File: src/hdl/ucd_pkg.sv
// ----------------------------------------------------------------------------
// ucd_pkg
// Types and constants shared by the seconds-to-civil-date pipeline.
// ----------------------------------------------------------------------------
`timescale 1ns / 1ps

package ucd_pkg;

    // Pipeline depth of each section.
    localparam int SPLIT_STAGES = 3;
    localparam int CAL_STAGES   = 10;
    localparam int PIPE_STAGES  = SPLIT_STAGES + CAL_STAGES + 1;

    // Field widths.
    localparam int SECS_W   = 32;
    localparam int DAYS_W   = 16;
    localparam int SOD_W    = 17;
    localparam int YEAR_W   = 12;
    localparam int MONTH_W  = 4;
    localparam int DAY_W    = 5;
    localparam int HOUR_W   = 5;
    localparam int MINUTE_W = 6;
    localparam int SECOND_W = 6;
    localparam int OUT_W    = YEAR_W + MONTH_W + DAY_W + HOUR_W + MINUTE_W + SECOND_W;
    localparam int OUT_BYTES_W = ((OUT_W + 7) / 8) * 8;

    // Reciprocals, each floor(2^k / d) with k at least the dividend width.
    localparam logic [15:0] RECIP_675  = 16'd49710;  // k = 25
    localparam logic [7:0]  RECIP_1460 = 8'd179;     // k = 18
    localparam logic [9:0]  RECIP_365  = 10'd718;    // k = 18
    localparam logic [5:0]  RECIP_3600 = 6'd36;      // k = 17
    localparam logic [6:0]  RECIP_60   = 7'd68;      // k = 12

    // Day-count constants of the March-based era.
    localparam logic [19:0] DAYS_TO_EPOCH = 20'd719468;
    localparam logic [19:0] ERA5_START    = 20'd730485;
    localparam logic [19:0] ERA4_START    = 20'd584388;
    localparam logic [11:0] ERA4_YEAR     = 12'd1600;
    localparam logic [11:0] ERA5_YEAR     = 12'd2000;

    typedef struct packed {
        logic [YEAR_W-1:0]  year;
        logic [MONTH_W-1:0] month;
        logic [DAY_W-1:0]   day;
    } date_t;

    typedef struct packed {
        logic [HOUR_W-1:0]   hour;
        logic [MINUTE_W-1:0] minute;
        logic [SECOND_W-1:0] second;
    } tod_t;

    // First day of year, counted from March 1, of each March-based month.
    function automatic logic [8:0] month_offset(input logic [3:0] mp);
        logic [8:0] off;
        case (mp)
            4'd0:    off = 9'd0;
            4'd1:    off = 9'd31;
            4'd2:    off = 9'd61;
            4'd3:    off = 9'd92;
            4'd4:    off = 9'd122;
            4'd5:    off = 9'd153;
            4'd6:    off = 9'd184;
            4'd7:    off = 9'd214;
            4'd8:    off = 9'd245;
            4'd9:    off = 9'd275;
            4'd10:   off = 9'd306;
            4'd11:   off = 9'd337;
            default: off = 9'd0;
        endcase
        return off;
    endfunction

endpackage

File: src/hdl/ucd_split.sv
// ----------------------------------------------------------------------------
// ucd_split
// Splits a seconds count into whole days and seconds of day (three stages).
// ----------------------------------------------------------------------------
`timescale 1ns / 1ps

module ucd_split (
    input  logic                          aclk,
    input  logic [ucd_pkg::SPLIT_STAGES-1:0] en,
    input  logic [ucd_pkg::SECS_W-1:0]   epoch_seconds,
    output logic [ucd_pkg::DAYS_W-1:0]   days,
    output logic [ucd_pkg::SOD_W-1:0]    sod
);

    // 86400 = 128 * 675: the low seven bits pass straight into the remainder.
    logic [31:0] secs_reg;
    logic [40:0] prod_reg;
    logic [15:0] est_reg;
    logic [10:0] rem_reg;
    logic [6:0]  lo_reg;
    logic [15:0] days_reg;
    logic [16:0] sod_reg;

    logic [24:0] rem_full;
    logic        fix;
    logic [10:0] rem_fixed;

    assign rem_full  = secs_reg[31:7] - 25'(26'(prod_reg[40:25]) * 26'd675);
    assign fix       = (rem_reg >= 11'd675);
    assign rem_fixed = fix ? (rem_reg - 11'd675) : rem_reg;

    always_ff @(posedge aclk) begin
        if (en[0]) begin
            secs_reg <= epoch_seconds;
            prod_reg <= 41'(epoch_seconds[31:7]) * 41'(ucd_pkg::RECIP_675);
        end
        if (en[1]) begin
            est_reg <= prod_reg[40:25];
            rem_reg <= rem_full[10:0];
            lo_reg  <= secs_reg[6:0];
        end
        if (en[2]) begin
            days_reg <= est_reg + 16'(fix);
            sod_reg  <= {rem_fixed[9:0], lo_reg};
        end
    end

    assign days = days_reg;
    assign sod  = sod_reg;

endmodule

File: src/hdl/ucd_tod.sv
// ----------------------------------------------------------------------------
// ucd_tod
// Splits seconds of day into hour, minute and second, delay-matched to the
// calendar path.
// ----------------------------------------------------------------------------
`timescale 1ns / 1ps

module ucd_tod (
    input  logic                           aclk,
    input  logic [ucd_pkg::CAL_STAGES-1:0] en,
    input  logic [ucd_pkg::SOD_W-1:0]      sod,
    output ucd_pkg::tod_t                  tod
);

    localparam int DLY = ucd_pkg::CAL_STAGES - 6;

    logic [16:0] sod0_reg;
    logic [22:0] ph_reg;
    logic [4:0]  hest_reg;
    logic [12:0] hrem_reg;
    logic [4:0]  hour2_reg;
    logic [11:0] soh2_reg;
    logic [4:0]  hour3_reg;
    logic [11:0] soh3_reg;
    logic [18:0] pm_reg;
    logic [4:0]  hour4_reg;
    logic [5:0]  mest_reg;
    logic [6:0]  mrem_reg;
    ucd_pkg::tod_t dly_reg [DLY+1];

    logic [16:0] hrem_full;
    logic        hfix;
    logic [11:0] mrem_full;
    logic        mfix;
    logic [6:0]  mrem_fixed;

    assign hrem_full  = sod0_reg - 17'(17'(ph_reg[21:17]) * 17'd3600);
    assign hfix       = (hrem_reg >= 13'd3600);
    assign mrem_full  = soh3_reg - 12'(12'(pm_reg[17:12]) * 12'd60);
    assign mfix       = (mrem_reg >= 7'd60);
    assign mrem_fixed = mfix ? (mrem_reg - 7'd60) : mrem_reg;

    always_ff @(posedge aclk) begin
        if (en[0]) begin
            sod0_reg <= sod;
            ph_reg   <= 23'(sod) * 23'(ucd_pkg::RECIP_3600);
        end
        if (en[1]) begin
            hest_reg <= ph_reg[21:17];
            hrem_reg <= hrem_full[12:0];
        end
        if (en[2]) begin
            hour2_reg <= hest_reg + 5'(hfix);
            soh2_reg  <= hfix ? 12'(hrem_reg - 13'd3600) : hrem_reg[11:0];
        end
        if (en[3]) begin
            hour3_reg <= hour2_reg;
            soh3_reg  <= soh2_reg;
            pm_reg    <= 19'(soh2_reg) * 19'(ucd_pkg::RECIP_60);
        end
        if (en[4]) begin
            hour4_reg <= hour3_reg;
            mest_reg  <= pm_reg[17:12];
            mrem_reg  <= mrem_full[6:0];
        end
        if (en[5]) begin
            dly_reg[0].hour   <= hour4_reg;
            dly_reg[0].minute <= mest_reg + 6'(mfix);
            dly_reg[0].second <= mrem_fixed[5:0];
        end
    end

    // Delay line that aligns the result with the calendar path.
    for (genvar i = 1; i <= DLY; i++) begin : g_dly
        always_ff @(posedge aclk) begin
            if (en[5+i]) begin
                dly_reg[i] <= dly_reg[i-1];
            end
        end
    end

    assign tod = dly_reg[DLY];

endmodule

File: src/hdl/ucd_date.sv
// ----------------------------------------------------------------------------
// ucd_date
// Converts a day count since the epoch to year, month and day of month
// through a March-based era, one constant division per pair of stages.
// ----------------------------------------------------------------------------
`timescale 1ns / 1ps

module ucd_date (
    input  logic                           aclk,
    input  logic [ucd_pkg::CAL_STAGES-1:0] en,
    input  logic [ucd_pkg::DAYS_W-1:0]     days,
    output ucd_pkg::date_t                 date
);

    // Stage 0: era and day of era.
    logic [17:0] doe0_reg;
    logic        era0_reg;
    // Stage 1: doe / 1460 product, century terms.
    logic [17:0] doe1_reg;
    logic        era1_reg;
    logic [25:0] pa_reg;
    logic [2:0]  qc1_reg;
    // Stage 2: doe / 1460 estimate.
    logic [17:0] doe2_reg;
    logic        era2_reg;
    logic [2:0]  qc2_reg;
    logic [7:0]  aest_reg;
    logic [11:0] arem_reg;
    // Stage 3: day count with leap days removed.
    logic [17:0] doe3_reg;
    logic        era3_reg;
    logic [17:0] t3_reg;
    // Stage 4: t / 365 product.
    logic [17:0] doe4_reg;
    logic        era4_reg;
    logic [17:0] t4_reg;
    logic [26:0] pb_reg;
    // Stage 5: t / 365 estimate.
    logic [17:0] doe5_reg;
    logic        era5_reg;
    logic [8:0]  best_reg;
    logic [9:0]  brem_reg;
    // Stage 6: year of era.
    logic [17:0] doe6_reg;
    logic        era6_reg;
    logic [8:0]  yoe6_reg;
    // Stage 7: day of year and March-based year.
    logic [8:0]  doy7_reg;
    logic [11:0] year7_reg;
    // Stage 8: March-based month.
    logic [8:0]  doy8_reg;
    logic [11:0] year8_reg;
    logic [3:0]  mp8_reg;
    // Stage 9: result.
    ucd_pkg::date_t date_reg;

    logic [19:0] shifted;
    logic        era5;
    logic [19:0] doe_full;
    logic [2:0]  qc;
    logic [17:0] arem_full;
    logic [7:0]  aq;
    logic [17:0] brem_full;
    logic [17:0] ybase;
    logic [1:0]  ycent;
    logic [17:0] doy_full;
    logic [3:0]  mp;
    logic [8:0]  day_full;
    logic [3:0]  month;

    assign shifted  = 20'(days) + ucd_pkg::DAYS_TO_EPOCH;
    assign era5     = (shifted >= ucd_pkg::ERA5_START);
    assign doe_full = shifted - (era5 ? ucd_pkg::ERA5_START : ucd_pkg::ERA4_START);

    // doe / 36524 - doe / 146096 over the day-of-era range.
    assign qc = 3'(doe0_reg >= 18'd36524) + 3'(doe0_reg >= 18'd73048)
              + 3'(doe0_reg >= 18'd109572) + 3'(doe0_reg >= 18'd146096)
              - 3'(doe0_reg == 18'd146096);

    assign arem_full = doe1_reg - 18'(18'(pa_reg[25:18]) * 18'd1460);
    assign aq        = aest_reg + 8'(arem_reg >= 12'd1460);
    assign brem_full = t4_reg - 18'(18'(pb_reg[26:18]) * 18'd365);

    assign ycent    = 2'(yoe6_reg >= 9'd100) + 2'(yoe6_reg >= 9'd200)
                    + 2'(yoe6_reg >= 9'd300);
    assign ybase    = 18'(yoe6_reg) * 18'd365 + 18'(yoe6_reg[8:2]) - 18'(ycent);
    assign doy_full = doe6_reg - ybase;

    always_comb begin
        mp = '0;
        for (int k = 1; k < 12; k++) begin
            mp = mp + 4'(doy7_reg >= ucd_pkg::month_offset(4'(k)));
        end
    end

    assign day_full = doy8_reg - ucd_pkg::month_offset(mp8_reg) + 9'd1;
    assign month    = (mp8_reg < 4'd10) ? (mp8_reg + 4'd3) : (mp8_reg - 4'd9);

    always_ff @(posedge aclk) begin
        if (en[0]) begin
            doe0_reg <= doe_full[17:0];
            era0_reg <= era5;
        end
        if (en[1]) begin
            doe1_reg <= doe0_reg;
            era1_reg <= era0_reg;
            pa_reg   <= 26'(doe0_reg) * 26'(ucd_pkg::RECIP_1460);
            qc1_reg  <= qc;
        end
        if (en[2]) begin
            doe2_reg <= doe1_reg;
            era2_reg <= era1_reg;
            qc2_reg  <= qc1_reg;
            aest_reg <= pa_reg[25:18];
            arem_reg <= arem_full[11:0];
        end
        if (en[3]) begin
            doe3_reg <= doe2_reg;
            era3_reg <= era2_reg;
            t3_reg   <= doe2_reg - 18'(aq) + 18'(qc2_reg);
        end
        if (en[4]) begin
            doe4_reg <= doe3_reg;
            era4_reg <= era3_reg;
            t4_reg   <= t3_reg;
            pb_reg   <= 27'(t3_reg) * 27'(ucd_pkg::RECIP_365);
        end
        if (en[5]) begin
            doe5_reg <= doe4_reg;
            era5_reg <= era4_reg;
            best_reg <= pb_reg[26:18];
            brem_reg <= brem_full[9:0];
        end
        if (en[6]) begin
            doe6_reg <= doe5_reg;
            era6_reg <= era5_reg;
            yoe6_reg <= best_reg + 9'(brem_reg >= 10'd365);
        end
        if (en[7]) begin
            doy7_reg  <= doy_full[8:0];
            year7_reg <= 12'(yoe6_reg)
                       + (era6_reg ? ucd_pkg::ERA5_YEAR : ucd_pkg::ERA4_YEAR);
        end
        if (en[8]) begin
            doy8_reg  <= doy7_reg;
            year8_reg <= year7_reg;
            mp8_reg   <= mp;
        end
        if (en[9]) begin
            // The era year starts in March, so January and February belong
            // to the next calendar year.
            date_reg.year  <= year8_reg + 12'(month <= 4'd2);
            date_reg.month <= month;
            date_reg.day   <= day_full[4:0];
        end
    end

    assign date = date_reg;

endmodule

File: src/hdl/unix_seconds_to_civil_datetime_top.sv
// ----------------------------------------------------------------------------
// unix_seconds_to_civil_datetime_top
// Converts unsigned seconds since 1970-01-01 00:00:00 UTC to the proleptic
// Gregorian date and time of day, one transfer per cycle while not stalled.
// ----------------------------------------------------------------------------
//
//   Channel   Direction  Bits  Contents
//   s_axis    in         32    epoch_seconds
//   m_axis    out        40    year, month, day_of_month, hour, minute, second
//
// A new transfer can be taken on every clock cycle while any stage has room;
// each one reaches the result side through 3 split stages, 10 calendar stages
// and the output register. The depth is set by the chain of constant
// divisions in the calendar path. A synchronous active-low reset empties every
// stage; data registers are not cleared. A stall on m_tready holds only the
// stages that are full up to the first empty one, so bubbles are squeezed out
// and s_tready stays high while any stage has room.
// ----------------------------------------------------------------------------
`timescale 1ns / 1ps

module unix_seconds_to_civil_datetime_top (
    input  logic        aclk,
    input  logic        aresetn,
    input  logic        s_tvalid,
    output logic        s_tready,
    input  logic [31:0] s_tdata,   // [31:0] epoch_seconds
    output logic        m_tvalid,
    input  logic        m_tready,
    output logic [39:0] m_tdata    // [11:0] year, [15:12] month,
                                   // [20:16] day_of_month, [25:21] hour,
                                   // [31:26] minute, [37:32] second,
                                   // [39:38] zero
);

    localparam int NS = ucd_pkg::PIPE_STAGES;
    localparam int SS = ucd_pkg::SPLIT_STAGES;
    localparam int CS = ucd_pkg::CAL_STAGES;

    // One valid bit per stage; the last one is the output register.
    logic [NS-1:0] valid_reg;
    logic [NS-1:0] valid_next;
    logic [NS-1:0] en;

    logic [ucd_pkg::DAYS_W-1:0] days;
    logic [ucd_pkg::SOD_W-1:0]  sod;
    ucd_pkg::date_t             date;
    ucd_pkg::tod_t              tod;
    logic [ucd_pkg::OUT_BYTES_W-1:0] out_reg;

    // A stage may load when it is empty or when the stage after it loads.
    assign en[NS-1] = !valid_reg[NS-1] || m_tready;
    for (genvar i = 0; i < NS - 1; i++) begin : g_en
        assign en[i] = !valid_reg[i] || en[i+1];
    end

    assign valid_next[0] = s_tvalid;
    for (genvar i = 1; i < NS; i++) begin : g_vnext
        assign valid_next[i] = valid_reg[i-1];
    end

    always_ff @(posedge aclk) begin
        if (!aresetn) begin
            valid_reg <= '0;
        end else begin
            for (int i = 0; i < NS; i++) begin
                if (en[i]) begin
                    valid_reg[i] <= valid_next[i];
                end
            end
        end
    end

    ucd_split u_split (
        .aclk          (aclk),
        .en            (en[SS-1:0]),
        .epoch_seconds (s_tdata),
        .days          (days),
        .sod           (sod)
    );

    ucd_date u_date (
        .aclk (aclk),
        .en   (en[SS+CS-1:SS]),
        .days (days),
        .date (date)
    );

    ucd_tod u_tod (
        .aclk (aclk),
        .en   (en[SS+CS-1:SS]),
        .sod  (sod),
        .tod  (tod)
    );

    // Output register: fields packed from the lowest bit up.
    always_ff @(posedge aclk) begin
        if (en[NS-1]) begin
            out_reg <= ucd_pkg::OUT_BYTES_W'({tod.second, tod.minute, tod.hour,
                                              date.day, date.month, date.year});
        end
    end

    assign s_tready = en[0];
    assign m_tvalid = valid_reg[NS-1];
    assign m_tdata  = out_reg;

endmodule

File: config.mk
export PLATFORM = sky130hd
export DESIGN_NAME = unix_seconds_to_civil_datetime_top
export DESIGN_NICKNAME = d
export VERILOG_FILES = /design/src/hdl/ucd_pkg.sv /design/src/hdl/ucd_split.sv /design/src/hdl/ucd_tod.sv /design/src/hdl/ucd_date.sv /design/src/hdl/unix_seconds_to_civil_datetime_top.sv
export SDC_FILE = /design/constraint.sdc
export NUM_CORES = 2
export LEC_CHECK = 0
export BUFFER_PORTS_ARGS = -buffer_cell sky130_fd_sc_hd__clkbuf_2
export CORE_MARGIN = 4
export CORE_UTILIZATION = 66
export DETAILED_ROUTE_END_ITERATION = 6
export PLACE_DENSITY = 0.83
export SYNTH_ARGS = -nofsm -noshare
export SYNTH_HDL_FRONTEND = slang
export SYNTH_SLANG_ARGS = --single-unit
File: constraint.sdc
create_clock -name aclk -period 18.9 [get_ports aclk]
set_clock_uncertainty 0.15 [all_clocks]
set_input_delay 4.725 -clock aclk [delete_from_list [all_inputs] [get_ports aclk]]
set_output_delay 4.725 -clock aclk [all_outputs]
set_load 0.05 [all_outputs]
Word level (Yosys, flattened, before mapping)
Memory sizes are Yosys's and may differ from the RTL's. A register that Yosys moved wholly into a read port is not among the register bits.
Cells that the tools add are included.

word-level totals
  bits in read-only memories = 144
  register bits = 585
  logic and storage cells = 194
  memories = 2
  memory bits (writable) = 85
  bits of input ports = 36
  output and inout bits = 42

memory list
  name             words  width  read ports  clocked after Yosys merged registers in  write ports  RTL line       source
  (no name shown)  16     9      1           1                                        0            ucd_pkg.sv:56  case (mp)
  u_tod.dly_reg    5      17     5           1                                        5            ucd_tod.sv:29  ucd_pkg::tod_t dly_reg [DLY+1];

operators by class
  equal/unequal tests = 1
  multiplexer cells = 17
  add/sub/neg operators = 42
  reductions and logical operators = 28
  multiply operators = 11
  magnitude comparators = 26

operators by type and width
  operator                                                                                count
  9-bit by 8-bit greater-or-equal comparator with 1-bit output (second input constant)    5
  25-bit by 15-bit multiplier with 40-bit output (second input constant)                  1
  4-bit by 1-bit adder with 4-bit output                                                  9
  18-bit by 17-bit greater-or-equal comparator with 1-bit output (second input constant)  2
  9-bit greater-or-equal comparator (second input constant)                               4
  9-bit by 7-bit greater-or-equal comparator with 1-bit output (second input constant)    3
  18-bit by 8-bit multiplier with 26-bit output (second input constant)                   1
  18-bit by 9-bit multiplier with 26-bit output (second input constant)                   1
  16-bit by 20-bit adder with 20-bit output (second input constant)                       1
  20-bit greater-or-equal comparator (second input constant)                              1
  17-bit by 4-bit multiplier with 20-bit output (second input constant)                   1
  18-bit by 3-bit adder with 18-bit output                                                1
  18-bit == test (second input constant)                                                  1
  18-bit by 16-bit greater-or-equal comparator with 1-bit output (second input constant)  1
  18-bit greater-or-equal comparator (second input constant)                              1
  18-bit two-way mux                                                                      1
  18-bit subtractor                                                                       1
  18-bit by 8-bit subtractor with 18-bit output                                           1
  16-bit by 1-bit adder with 16-bit output                                                1
  12-bit by 5-bit multiplier with 16-bit output (second input constant)                   1
  16-bit by 10-bit multiplier with 11-bit output (second input constant)                  1
  1-bit zero test                                                                         14
  1-bit logical OR                                                                        14
  13-bit by 12-bit greater-or-equal comparator with 1-bit output (second input constant)  1
  44 further kinds                                                                        57

Logic depth before layout (Yosys ltp)
  word-level depth = 15
  depth in mapped cells = 22
  depth with buffers taken out = 22

Hierarchy
From an unflattened synthesis, not the netlist that was laid out.

second synthesis, totals
  cells, all modules = 3168
  area, all modules = 40213.6 µm²

by module, submodules not included
  module                              cells each  area each (µm²)  seq. area each (µm²)  instances
  ucd_date                            1747        20711.1          7817.5                1
  ucd_split                           873         10349.9          3032.9                1
  ucd_tod                             437         7378.3           5225.0                1
  unix_seconds_to_civil_datetime_top  111         1774.2           1421.4                1

Least setup slack after synthesis
No wires, ideal clock.

  kind = in2out
  start = in m_tready
  end = out s_tready
  path slack = 5.996 ns
  cell stages on the path = 9
  arrival time = 8.029 ns
  path buffers = 0
  required time = 14.025 ns
  path through = nor2b_2 and3_1 and3_1 and2_2 inv_1 nor2_1 and2_1 and3_1 nand2_1

between the ends
  cells in the longest elaborated chain, start to end = 14

ends and longest elaborated chain
  what                            RTL line                                  source
  from (decl)                     unix_seconds_to_civil_datetime_top.sv:28  input logic m_tready,
  1-bit logical OR                unix_seconds_to_civil_datetime_top.sv:51  assign en[NS-1] = !valid_reg[NS-1] || m_tready;
  1-bit logical OR (5 in series)  unix_seconds_to_civil_datetime_top.sv:53  assign en[i] = !valid_reg[i] || en[i+1];
  net en[8]                       unix_seconds_to_civil_datetime_top.sv:42  logic [NS-1:0] en;
  1-bit logical OR (8 in series)  unix_seconds_to_civil_datetime_top.sv:53
  to (decl)                       unix_seconds_to_civil_datetime_top.sv:25  output logic s_tready,

The timed path passes the listed nets, and every way through them passes these cells.

Worst setup path after layout
Ends and elaborated chain as after synthesis.

==> flow_summary.json <==
{
  "start_util_pct": 66.8,
  "tritoncts": "done",
  "path_cells": "clkbuf_2 > nor2b_2 > and3_1 > and3_1 > and2_2 > clkinv_1 > buf_4 > nor2_1 > and2_1 > and3_1 > nand2_1 > buf_4 > clkbuf_2",
  "finalMaxSlewViolations": 0,
  "tightestPinTransition_ps": 1190,
  "drc": 0,
  "cts.clk_slew.worst_paths_ps": 60,
  "grt_pass1_vias": 24200,
  "grt_pass1_wl_um": 113000,
  "synth-seq-cells": 589,
  "synth-simple-area-share_pct": 4.22,
  "seq_area_frac_synth_pct": 44.3,
  "io_pins": 78,
  "synth_top_family_by_area": "adder cells",
  "crit_type": "input port to output pin",
  "die_h_um": 253,
  "period_needed_ps": 12560,
  "drt-initial-drc-count": 983,
  "cts.path.max_buffers": 3,
  "netlist_area_sq_um": 39500,
  "htree_num_levels": 2,
  "synth_compound_area_share_pct": 5.68,
  "critPathBufInv": 5,
  "max_freq_mhz": 79.6,
  "hold_class": "register to register",
  "port_buffers": 75,
  "synthMuxAreaShare_pct": 0.165,
  "finalSetupViolations": 0,
  "synth_fa_ha_area_share_pct": 34.2,
  "final_cell_count_no_fill": 4001,
  "ctsResizeCount": 0,
  "ys_warn_count": 0,
  "numCtsBuffers": 55,
  "synth-edff-count": 570,
  "synth_area_per_cell_sq_um": 13.0,
  "min_period_over_period_pct": 66.5,
  "overflow": 0,
  "largest_reg_flops": 85,
  "dieWidth_um": 253,
  "stdcell_area_sq_um": 42700,
  "grt_antenna_before_repair": 0,
  "cp_slowest_stage_delay_ps": 520,
  "grt_max_degree": 58,
  "grtUsageTotal_pct": 21.6,
  "route.antenna.remaining_nets": 0,
  "cts-root-buf": "clkbuf_16",
  "drive_above_1_share_pct": 6.54,
  "wl_um": 66600,
  "antenna_cells": 0,
  "cp.required_ps": 14030,
  "place_inst": 3900,
  "outcome": "completed",
  "dpl_cell_area_sq_um": 40900,
  "tns_ps": 0,
  "startpoint_type": "input port",
  "worstPathArrival_ps": 7690,
  "cts_sinks": 589,
  "place_congestion": 0.888,
  "rows": 89,
  "hold_buffers": 0,
  "layout-area-overhead-vs-synth_pct": 8.07,
  "ys_async_sr_fraction_pct": 0,
  "drt-wirelength-per-cell_um": 16.6,
  "finalHoldViolCount": 0,
  "cts_setup_buffers": 0,
  "vias_per_cell": 5.51,
  "clk_latency_ps": 630,
  "synthCells": 3049,
  "slew_headroom_pct": 20.3,
  "critPathSlowestCell": "buf_4",
  "synthXorXnorAreaFrac_pct": 5.67,
  "synth_ff_type": "edfxtp_1",
  "max_cap_violations": 0,
  "critPathMaxFanout": 47,
  "cp_common_cell": "and3_1",
  "cp-end-kind": "output pin",
  "dieArea_sq_um": 63900,
  "vias": 22000,
  "ys_types": 69,
  "core_sq_um": 59100,
  "dp_hpwl_um": 52300,
  "dr.pass1.iters": 7,
  "nets": 4134,
  "critical_path.top_delay_family": "simple AND/OR/NAND/NOR gates",
  "n_fill_cell": 3749,
  "rsz0062_at_grt": "no"
}
## through the flow
step / hold slack, ps / util (%) / setup WS (ps)
6_report: 239 / 72.2 / 6340
3_3_place_gp: 250 / 69.2 / 6400
2_1_floorplan: 250 / - / 6000
5_1_grt: 262 / 72.2 / 6090
4_1_cts: 246 / 72.2 / 6280
3_5_place_dp: 255 / 69.2 / 6310
## Yosys cell counts (4+ instances only)
cell,count,area [sq um]
ha_1,636,7960
inv_1,595,2230
edfxtp_1,570,17100
fa_1,278,5570
xnor2_1,190,1660
a21oi_1,97,485
nand2_1,91,342
nor2_1,76,285
xor2_1,66,578
o21ai_0,60,300
a21o_1,48,360
nand3_1,34,170
o21a_1,25,188
nand2b_1,22,138
nor2b_1,21,131
dfxtp_1,19,380
and3_1,18,113
nand4_1,18,113
nor3_1,18,90.1
o21bai_1,18,135
o211ai_1,11,82.6
and2_1,10,62.6
or2_2,10,62.6
a21boi_0,7,52.6
a311oi_1,7,61.3
clkbuf_1,7,26.3
a211o_1,6,52.6
a211oi_1,6,45.0
a31o_2,6,52.6
a31oi_1,6,37.5
o21ai_1,6,30.0
a41o_1,5,50.1
or3_1,5,31.3
and4_1,4,35.0
mux2_2,4,45.0
o21ba_2,4,40.0
## worst register-to-register path: cells and delay by family (launching register included)
kind | cells | cell delay [ps]
simple gates | 4 | 630
xor+xnor | 2 | 440
flops | 1 | 430
fa+ha+maj | 3 | 730
compound gates | 10 | 2240
buf+inv | 2 | 420
## layout by cell type (no fill, tap or decap), types with 34 or more instances in the layout
| cell type | Yosys | routed |
|---|---|---|
| nand3_1 | 34 | 34 |
| a21o_1 | 48 | 48 |
| fa_1 | 278 | 278 |
| clkbuf_2 | 0 | 75 |
| inv_1 | 595 | 592 |
| o21ai_0 | 60 | 60 |
| a21oi_1 | 97 | 97 |
| nand2_1 | 91 | 89 |
| clkbuf_16 | 0 | 55 |
| edfxtp_1 | 570 | 570 |
| nor2_1 | 76 | 76 |
| xor2_1 | 66 | 66 |
| xnor2_1 | 190 | 190 |
| ha_1 | 636 | 636 |
## final cells by class
class / count / area [sq um] / area share (%)
sequential: 589 / 17500 / 41.0
clock inverter: 40 / 397 / 0.929
clock buffer: 61 / 1400 / 3.27
multi-input combinational: 1855 / 19800 / 46.3
tap: 773 / 967 / 2.26
timing repair buffer: 86 / 458 / 1.07
inverter: 597 / 2240 / 5.25
## metal layers
metal / global-route usage, % / up-vias / part of all wire (%)
li1: - / 10600 / -
met1: 26.1 / 10900 / 40
met2: 40.8 / 381 / 54
met3: 2.56 / 150 / 3.3
met4: 6.51 / 0 / 2.8
met5: 0 / - / 0
## logic make-up (layout without fill, tap and decap cells)
kind of cell | after synthesis | in the layout
buffers and inverters | 606 | 784
and+or+nand+nor | 339 | 339
adders and majority gates | 914 | 914
AOI/OAI and AO/OA | 338 | 338
DFF | 589 | 589
other | 1 | 2
muxes | 6 | 6
xor gates and xnor gates | 256 | 256
## path summary, 6_finish.rpt
kind                                                 endpoint  slack [ps]  cells after the start                      start
worst max register to register  u_date.doe0_reg[16]$_DFFE_PP_       13580                     21  u_split.days[2]$_DFFE_PP_
worst max-delay path                                 s_tready        6340                     13                   m_tready
worst min register to register           m_tdata[2]$_DFFE_PP_         240                      0  u_date.date[11]$_DFFE_PP_
worst min-delay path                     m_tdata[2]$_DFFE_PP_         240                      0  u_date.date[11]$_DFFE_PP_
Power is left out: the tool's default activity adds up to more than one toggle a clock period on the data nets, which glitch-free logic cannot reach.
